File: src/rtl/core/htdr_ram.sv
// simple dual-port synchronous ram, one write and one registered read port
`default_nettype none

module htdr_ram #(
    parameter int WIDTH  = 8,
    parameter int DEPTH  = 16,
    parameter int ADDR_W = $clog2(DEPTH)
) (
    input  wire logic              clk,
    input  wire logic              wr_en,
    input  wire logic [ADDR_W-1:0] wr_addr,
    input  wire logic [WIDTH-1:0]  wr_data,
    input  wire logic              rd_en,
    input  wire logic [ADDR_W-1:0] rd_addr,
    output logic      [WIDTH-1:0]  rd_data
);

    logic [WIDTH-1:0] mem_reg [DEPTH];
    logic [WIDTH-1:0] rd_data_reg;

    // write port
    always_ff @(posedge clk)
    begin
        if (wr_en)
        begin
            mem_reg[wr_addr] <= wr_data;
        end
    end

    // read port, returns old data on a same-cycle write
    always_ff @(posedge clk)
    begin
        if (rd_en)
        begin
            rd_data_reg <= mem_reg[rd_addr];
        end
    end

    assign rd_data = rd_data_reg;

endmodule

`default_nettype wire

File: config.mk
export PLATFORM = sky130hd
export DESIGN_NAME = htdr_ram
export DESIGN_NICKNAME = d
export VERILOG_FILES = /design/src/rtl/core/htdr_ram.sv
export SDC_FILE = /design/constraint.sdc
export NUM_CORES = 1
export LEC_CHECK = 0
export BUFFER_PORTS_ARGS = -buffer_cell sky130_fd_sc_hd__buf_2
export CAP_MARGIN = 20
export CORE_MARGIN = 1.5
export CORE_UTILIZATION = 60
export CTS_CLUSTER_SIZE = 16
export DETAILED_ROUTE_END_ITERATION = 10
export PLACE_DENSITY = 0.78
export SETUP_SLACK_MARGIN = 0.2
export SYNTH_ARGS = -nofsm -noshare
export SYNTH_HDL_FRONTEND = slang
export SYNTH_SLANG_ARGS = --single-unit
File: constraint.sdc
create_clock -name clk -period 2.25 [get_ports clk]
set_clock_uncertainty 0.2 [all_clocks]
set_input_delay 0.225 -clock clk [delete_from_list [all_inputs] [get_ports clk]]
set_output_delay 0.225 -clock clk [all_outputs]
set_load 0.02 [all_outputs]
==> flow_metrics.py, run 1 <==
metrics = {
    "cts": {
        "clockBufferDepth": 2,
        "cts_tree": "done",
        "clockRootBuffer": "clkbuf_8",
        "path_clk_slew_ns": 0.06,
        "clock_sinks": 136,
        "postCtsSetupBuffers": 0,
        "worstSkewPairLatency_ns": 0.51,
        "cts_buffers": 17,
        "h-tree-depth": 4,
    },
    "power_and_ir_drop": {
        "p_total_mw": 5.65,
        "peakVddDrop_mv": 0.579,
        "leakage_nw": 2.12,
        "p_per_area_nw_per_um2": 910,
    },
    "grt": {
        "grt.total_usage": 0.237,
        "grt_pass1_wl_um": 14600,
        "antenna_found_initial": 0,
        "grt_max_degree": 33,
        "grt_pass1_vias": 2587,
        "grt.overflow.total": 0,
    },
    "sta": {
        "rsz0062_at_grt": "false",
        "tns_ns": 0,
        "finalSetupViolations": 0,
        "fin_crit_sh": 0.748,
        "relSlewSlack": 0.535,
        "min_period_ns": 1.68,
        "fin_ws_ns": 0.568,
        "final-hold-violation-count": 0,
        "slew_violations": 0,
        "fmax_mhz": 595,
        "tightest_slew_ns": 0.696,
    },
    "final_layout": {
        "final_nets": 312,
        "largest_reg_flops": 128,
        "num-fill-cells": 483,
        "num_antenna_cells": 0,
        "fin_util": 0.745,
        "ff_latch_area_um2": 4080,
        "area_growth_pct": 18.8,
        "multi_input_area_um2": 1060,
        "finalInstanceArea_um2": 6210,
        "drive_gt1_frac": 0.310,
    },
    "synth": {
        "ys_ff_latch": 136,
        "syn_nets": 248,
        "synth.area.top_cells": "edfxtp_1 (78%), mux4_2 (7.8%), mux4_1 (7.0%)",
        "synth_top_area_share": 0.781,
        "syn_inst": 229,
        "synth_cell_types": 18,
        "yosysTopAreaCell": "edfxtp_1",
        "avgSynthCellArea_um2": 22.8,
        "synth_area_um2": 5230,
        "yosys_warnings": 0,
        "seq_area_frac_synth": 0.781,
    },
    "floorplan": {
        "initial_utilization": 0.627,
        "die_area_um2": 9280,
        "core_um2": 8340,
        "die_h_um": 96.3,
        "placementRows": 33,
        "ios": 27,
        "fp.dieW_um": 96.3,
    },
    "placed_design": {
        "dp_hpwl_um": 6020,
        "placed_cell_area_um2": 5580,
        "pre_cts_slack_ns": 0.213,
        "portBuffers": 26,
        "place.gp.congestion": 0.740,
    },
    "route": {
        "firstDrtPassIters": 4,
        "vias": 2564,
        "drt_iter0_drc": 263,
        "drc": 0,
        "wl_per_cell_um": 23.7,
        "antenna_left": 0,
        "drt-vias-per-instance": 6.24,
        "wl_um": 9760,
    },
    "setup_path": {
        "cp_cell_sequence": "mux4_1, a22oi_1, nand2_1",
        "reg2reg_to": "rd_data[3]$_DFFE_PP_",
        "startpoint_type": "register",
        "arrival_ns": 1.75,
        "r2r_setup_slack_ns": 0.57,
        "cp.required_ns": 2.32,
        "cp.depth": 3,
        "worstSetupPathType": "register to register",
        "path_delay_family": "multiplexers",
        "critPathMaxStageDelay_ns": 0.52,
        "path_buf_inv": 0,
        "worstPathMaxFanout": 1,
        "critPathLaunch": "mem_reg[1][3]$_DFFE_PP_",
        "worstSetupEndpoint": "rd_data[3]$_DFFE_PP_",
        "cp_slowest_cell": "mux4_1",
        "worstReg2RegStart": "mem_reg[1][3]$_DFFE_PP_",
        "reg2regPathDepth": 3,
        "endpoint_kind": "register",
    },
    "hold_path": {
        "hold_path_class": "input port to register",
    },
    "outcome": {
        "outcome": "finished, final reports clean",
    },
    "flow_run": {
        "drv_cap": 0,
    },
}
==> logic make-up (layout without fill, tap and decap cells) <==
group / count (synthesis) / after routing / share of synthesized area
flops: 136 / 136 / 0.781
simple gates: 35 / 35 / 0.0314
compound gates: 16 / 16 / 0.0230
mux: 32 / 32 / 0.148
buf+inv: 10 / 87 / 0.0165
==> metal layers <==
metal	wire length (µm)	vias to the layer above	track usage	part of all wire
li1	-	1109	-	-
met1	4030	1327	0.310	0.41
met2	4900	115	0.380	0.50
met3	700	13	0.0798	0.072
met4	135	0	0.0797	0.014
met5	0	-	0	0
==> placed cells by master (no fill, tap or decap), types with 4 or more instances in the layout <==
cell,netlist,layout
mux4_1,14,14
buf_2,3,26
edfxtp_1,136,136
a22oi_1,16,16
buf_4,1,18
mux4_2,18,18
nor2_1,13,13
dlygate4sd3_1,0,9
clkbuf_16,0,16
nor3_1,4,4
nand2_1,9,9
clkinvlp_4,0,4
clkinv_4,0,4
==> Yosys cell counts <==
cell and count:
nor3_1 4, nand3b_1 2, buf_4 1, nand3_1 1, mux4_2 18, nor2b_1 1
and2b_1 1, buf_2 3, mux4_1 14, buf_6 3, nand2b_1 2, edfxtp_1 136
and2_1 1, clkdlybuf4s25_2 3, nor2_1 13, or3b_2 1, a22oi_1 16, nand2_1 9
==> tightest hold or removal path, cell delays in order <==
cell	delay [ns]
buf_2	0.14
nor3_1	0.06
buf_4	0.17
==> stage by stage <==
step | instances | hold WS (ns)
6_report | 411 | 0.0678
5_1_grt | 411 | 0.0696
4_1_cts | 411 | 0.0516
3_5_place_dp | 370 | 0.398
3_3_place_gp | 370 | 0.396
2_1_floorplan | 229 | 0.124
==> report_power, final <==
group          total, mW  internal (mW)  switching, mW  leakage [nW]
clock network       2.50           1.47           1.03         0.255
registers           2.87           2.86         0.0168          1.24
logic              0.284          0.123          0.161         0.625
total               5.65           4.45           1.21          2.12
==> final cells by class <==
type                    count  area share
flip-flops and latches    136       0.657
multi-input cells          83       0.170
clock buffers              19      0.0679
repair buffers             55      0.0636
well taps                 105      0.0211
clock inverters            13      0.0197
==> worst min-delay path by stage <==
stage / to / startpoint / cells after the start / slack (ns)
2_1_floorplan: mem_reg[0][0]$_DFFE_PP_ / wr_data[0] / 0 / 0.12
3_3_place_gp: rd_data[4]$_DFFE_PP_ / rd_en / 1 / 0.40
3_5_place_dp: rd_data[4]$_DFFE_PP_ / rd_en / 1 / 0.40
4_1_cts: mem_reg[4][7]$_DFFE_PP_ / wr_addr[0] / 3 / 0.05
5_1_grt: mem_reg[4][3]$_DFFE_PP_ / wr_addr[1] / 3 / 0.07
6_report: mem_reg[4][3]$_DFFE_PP_ / wr_addr[0] / 3 / 0.07
==> repair_timing <==
| action | 4_1_cts | 5_1_grt |
|---|---|---|
| resized for setup | 0 | 0 |
| endpoints found under the hold margin | 136 | 0 |
| setup endpoints to repair | 0 | 0 |
| hold buffers | 9 | 0 |
No activity file was read; power rests on OpenSTA's default activity.
==> inputs of run 2 (changes only) <==
--- a/config.mk
+++ b/config.mk
@@ -5,6 +5,7 @@
 export SDC_FILE = /design/constraint.sdc
 export NUM_CORES = 1
 export LEC_CHECK = 0
+export ABC_AREA = 1
 export BUFFER_PORTS_ARGS = -buffer_cell sky130_fd_sc_hd__buf_2
 export CAP_MARGIN = 20
 export CORE_MARGIN = 1.5
==> constraint.sdc (replaced) <==
create_clock -name clk -period 1.6 [get_ports clk]
set_clock_uncertainty 0.2 [all_clocks]
set_input_delay 0.16 -clock clk [delete_from_list [all_inputs] [get_ports clk]]
set_output_delay 0.16 -clock clk [all_outputs]
set_load 0.02 [all_outputs]
==> run 2 against run 1 <==
Compared with the run above: global-route usage rose by 6.8 points; wire length rose by 44%; count of clock-buffer cells in the layout did not move; utilization rose by 0.54 points; critical path depth fell by 2; clock power rose by 59%; cell area rose by 13%; die area rose by 11%; sequential share of layout area fell by 7.4 points; synthesized cell count rose by 140%; register-to-register slack got worse by 0.32 ns; total power rose by 52%.
==> flow_metrics.py, run 2 <==
metrics = {
    "synth": {
        "syn_inst": 551,
        "avgSynthCellArea_um2": 10.6,
        "synth_top_area_share": 0.698,
        "synth.most_common_cell": "nand2_1",
        "synth_edf_count": 136,
        "synth_area_um2": 5850,
        "synth_common_cells": "nand2_1 (173), edfxtp_1 (136), inv_1 (100)",
        "seq_area_frac_synth": 0.698,
        "ys_ff_latch": 136,
        "synth_top_family_by_area": "simple AND/OR/NAND/NOR gates",
        "ys_async_sr_fraction": 0,
        "synth.area.top_cells": "edfxtp_1 (70%), nand2_1 (11%), nand3_1 (8.3%)",
        "synth_cell_types": 11,
        "yosysTopAreaCell": "edfxtp_1",
        "yosys_warnings": 0,
        "syn_nets": 570,
        "synth_ff_type": "edfxtp_1",
        "synthMuxAreaShare": 0,
        "synth_compound_area_frac": 0,
        "synthSimpleGateAreaFrac": 0.208,
        "synth-xor-area-share": 0,
        "synthAdderAreaFrac": 0,
    },
    "placed_design": {
        "placed_cells": 706,
        "portBuffers": 26,
        "place.gp.congestion": 0.819,
        "placed_cell_area_um2": 6190,
        "dp_hpwl_um": 8110,
    },
    "cts": {
        "h-tree-depth": 4,
        "clockBufferDepth": 2,
        "cts_tree": "done",
        "path_clk_slew_ns": 0.06,
        "cts_buffers": 17,
        "clockRootBuffer": "clkbuf_8",
        "worstSkewPairLatency_ns": 0.52,
        "clock_sinks": 136,
    },
    "final_layout": {
        "multi_input_area_um2": 1260,
        "ff_latch_area_um2": 4080,
        "final_common_cell": "nand2_1",
        "drive_gt1_frac": 0.144,
        "final_cell_mix": "nand2_1 (173), edfxtp_1 (136), inv_1 (100), nand3_1 (88), buf_4 (20)",
        "largest_reg_flops": 128,
        "stdcell_count": 749,
        "num-fill-cells": 593,
        "area_growth_pct": 19.7,
        "num_antenna_cells": 0,
        "finalInstanceArea_um2": 7000,
        "final_nets": 626,
    },
    "setup_path": {
        "startpoint_type": "register",
        "endpoint_kind": "output port",
        "worstPathMaxFanout": 1,
        "critPathMaxStageDelay_ns": 0.43,
        "path_delay_family": "flip-flops",
        "cp.required_ns": 1.24,
        "worstSetupPathType": "register to output port",
        "cp_slowest_cell": "edfxtp_1",
        "arrival_ns": 1.11,
        "cp_cell_sequence": "buf_6",
        "cp.depth": 1,
        "reg2regPathDepth": 6,
        "path_buf_inv": 1,
    },
    "flow_run": {
        "drv_cap": 0,
    },
    "sta": {
        "fin_crit_sh": 0.918,
        "fmax_mhz": 681,
        "relSlewSlack": 0.588,
        "min_period_ns": 1.47,
        "tightest_slew_ns": 0.617,
        "slew_violations": 0,
        "tns_ns": 0,
        "finalSetupViolations": 0,
        "rsz0062_at_grt": "true",
        "holdWs_ns": 0.0540,
        "final-hold-violation-count": 0,
    },
    "route": {
        "drt_iter0_drc": 526,
        "antenna_left": 0,
        "drc": 0,
        "wl_um": 14100,
        "vias": 4207,
        "firstDrtPassIters": 6,
        "drt-vias-per-instance": 5.62,
        "wl_per_cell_um": 18.8,
    },
    "floorplan": {
        "core_um2": 9330,
        "fp.dieW_um": 102,
        "placementRows": 35,
        "die_area_um2": 10300,
        "ios": 27,
        "initial_utilization": 0.627,
        "die_h_um": 102,
    },
    "power_and_ir_drop": {
        "p_total_mw": 8.59,
        "leakage_nw": 3.03,
        "peakVddDrop_mv": 0.867,
        "p_per_area_nw_per_um2": 1230,
    },
    "grt": {
        "antenna_found_initial": 0,
        "grt_max_degree": 55,
        "grt.overflow.total": 0,
        "grt_pass1_wl_um": 22600,
        "grt_pass1_vias": 4246,
        "grt.total_usage": 0.305,
    },
    "hold_path": {
        "holdPathStages": 4,
        "hold_path_class": "input port to register",
    },
    "outcome": {
        "outcome": "finished, final reports clean",
    },
}
run 2: cell types whose count changed in the layout (fill, tap and decap cells not counted), moves of 14 or more:
cell / before / now
nand2_1: 9 / 173
inv_1: 0 / 100
nand3_1: 1 / 88
mux4_2: 18 / 0
a22oi_1: 16 / 0
mux4_1: 14 / 0
run 2: kinds of logic (layout without fill, tap and decap cells):
logic type / Yosys count / after routing
buf+inv: 126 / 195
simple gates: 289 / 289
flops: 136 / 136
run 2: layer usage:
metal  up-vias  track usage  wire length (µm)
met5         -            0                 0
met4         0        0.157               458
met3        49       0.0683              1540
met2       300        0.473              6730
met1      1960        0.410              5320
li1       1898            -                 -
run 2: layout make-up:
cell class	count	share of cell area
Tap cell	129	0.0231
Inverter	102	0.0547
Multi-Input combinational cell	289	0.180
Timing Repair Buffer	61	0.0731
Clock inverter	13	0.0254
Sequential cell	136	0.584
Clock buffer	19	0.0603
run 2: through the flow:
| step | setup slack [ns] | util |
|---|---|---|
| 3_5_place_dp | 0.0243 | 0.664 |
| 4_1_cts | 0.114 | 0.744 |
| 5_1_grt | 0.103 | 0.750 |
| 6_report | 0.132 | 0.750 |
| 2_1_floorplan | 0.289 | - |
| 3_3_place_gp | 0.0568 | 0.664 |
run 2: worst paths after layout:
path                                  end                    start  slack, ns
setup / recovery               rd_data[4]     rd_data[4]$_DFFE_PP_       0.13
hold / removal    mem_reg[3][5]$_DFFE_PP_                    wr_en       0.05
setup reg to reg     rd_data[7]$_DFFE_PP_  mem_reg[0][7]$_DFFE_PP_       0.25
hold reg to reg      rd_data[2]$_DFFE_PP_  mem_reg[6][2]$_DFFE_PP_       0.58
run 2: what timing repair did:
item / 4_1_cts / 5_1_grt
cloned: 0 / 0
hold buffers: 11 / 0
setup endpoints to repair: 9 / 13
endpoints found under the hold margin: 144 / 0
buffers inserted: 0 / 0
pin swaps: 0 / 2
resized for setup: 11 / 15
run 2: worst register-to-register path: stages, from the launching register on:
cell	delay, ns
edfxtp_1	0.40
inv_1	0.08
nand2_1	0.06
nand3_1	0.08
nand3_1	0.11
nand3_1	0.11
nand2_1	0.07
run 2: where the power goes:
| group | switching, mW | internal, mW | leakage [nW] |
|---|---|---|---|
| logic | 0.385 | 0.191 | 1.52 |
| registers | 0.0288 | 4.02 | 1.24 |
| clock network | 1.45 | 2.52 | 0.283 |
| total | 1.87 | 6.73 | 3.03 |
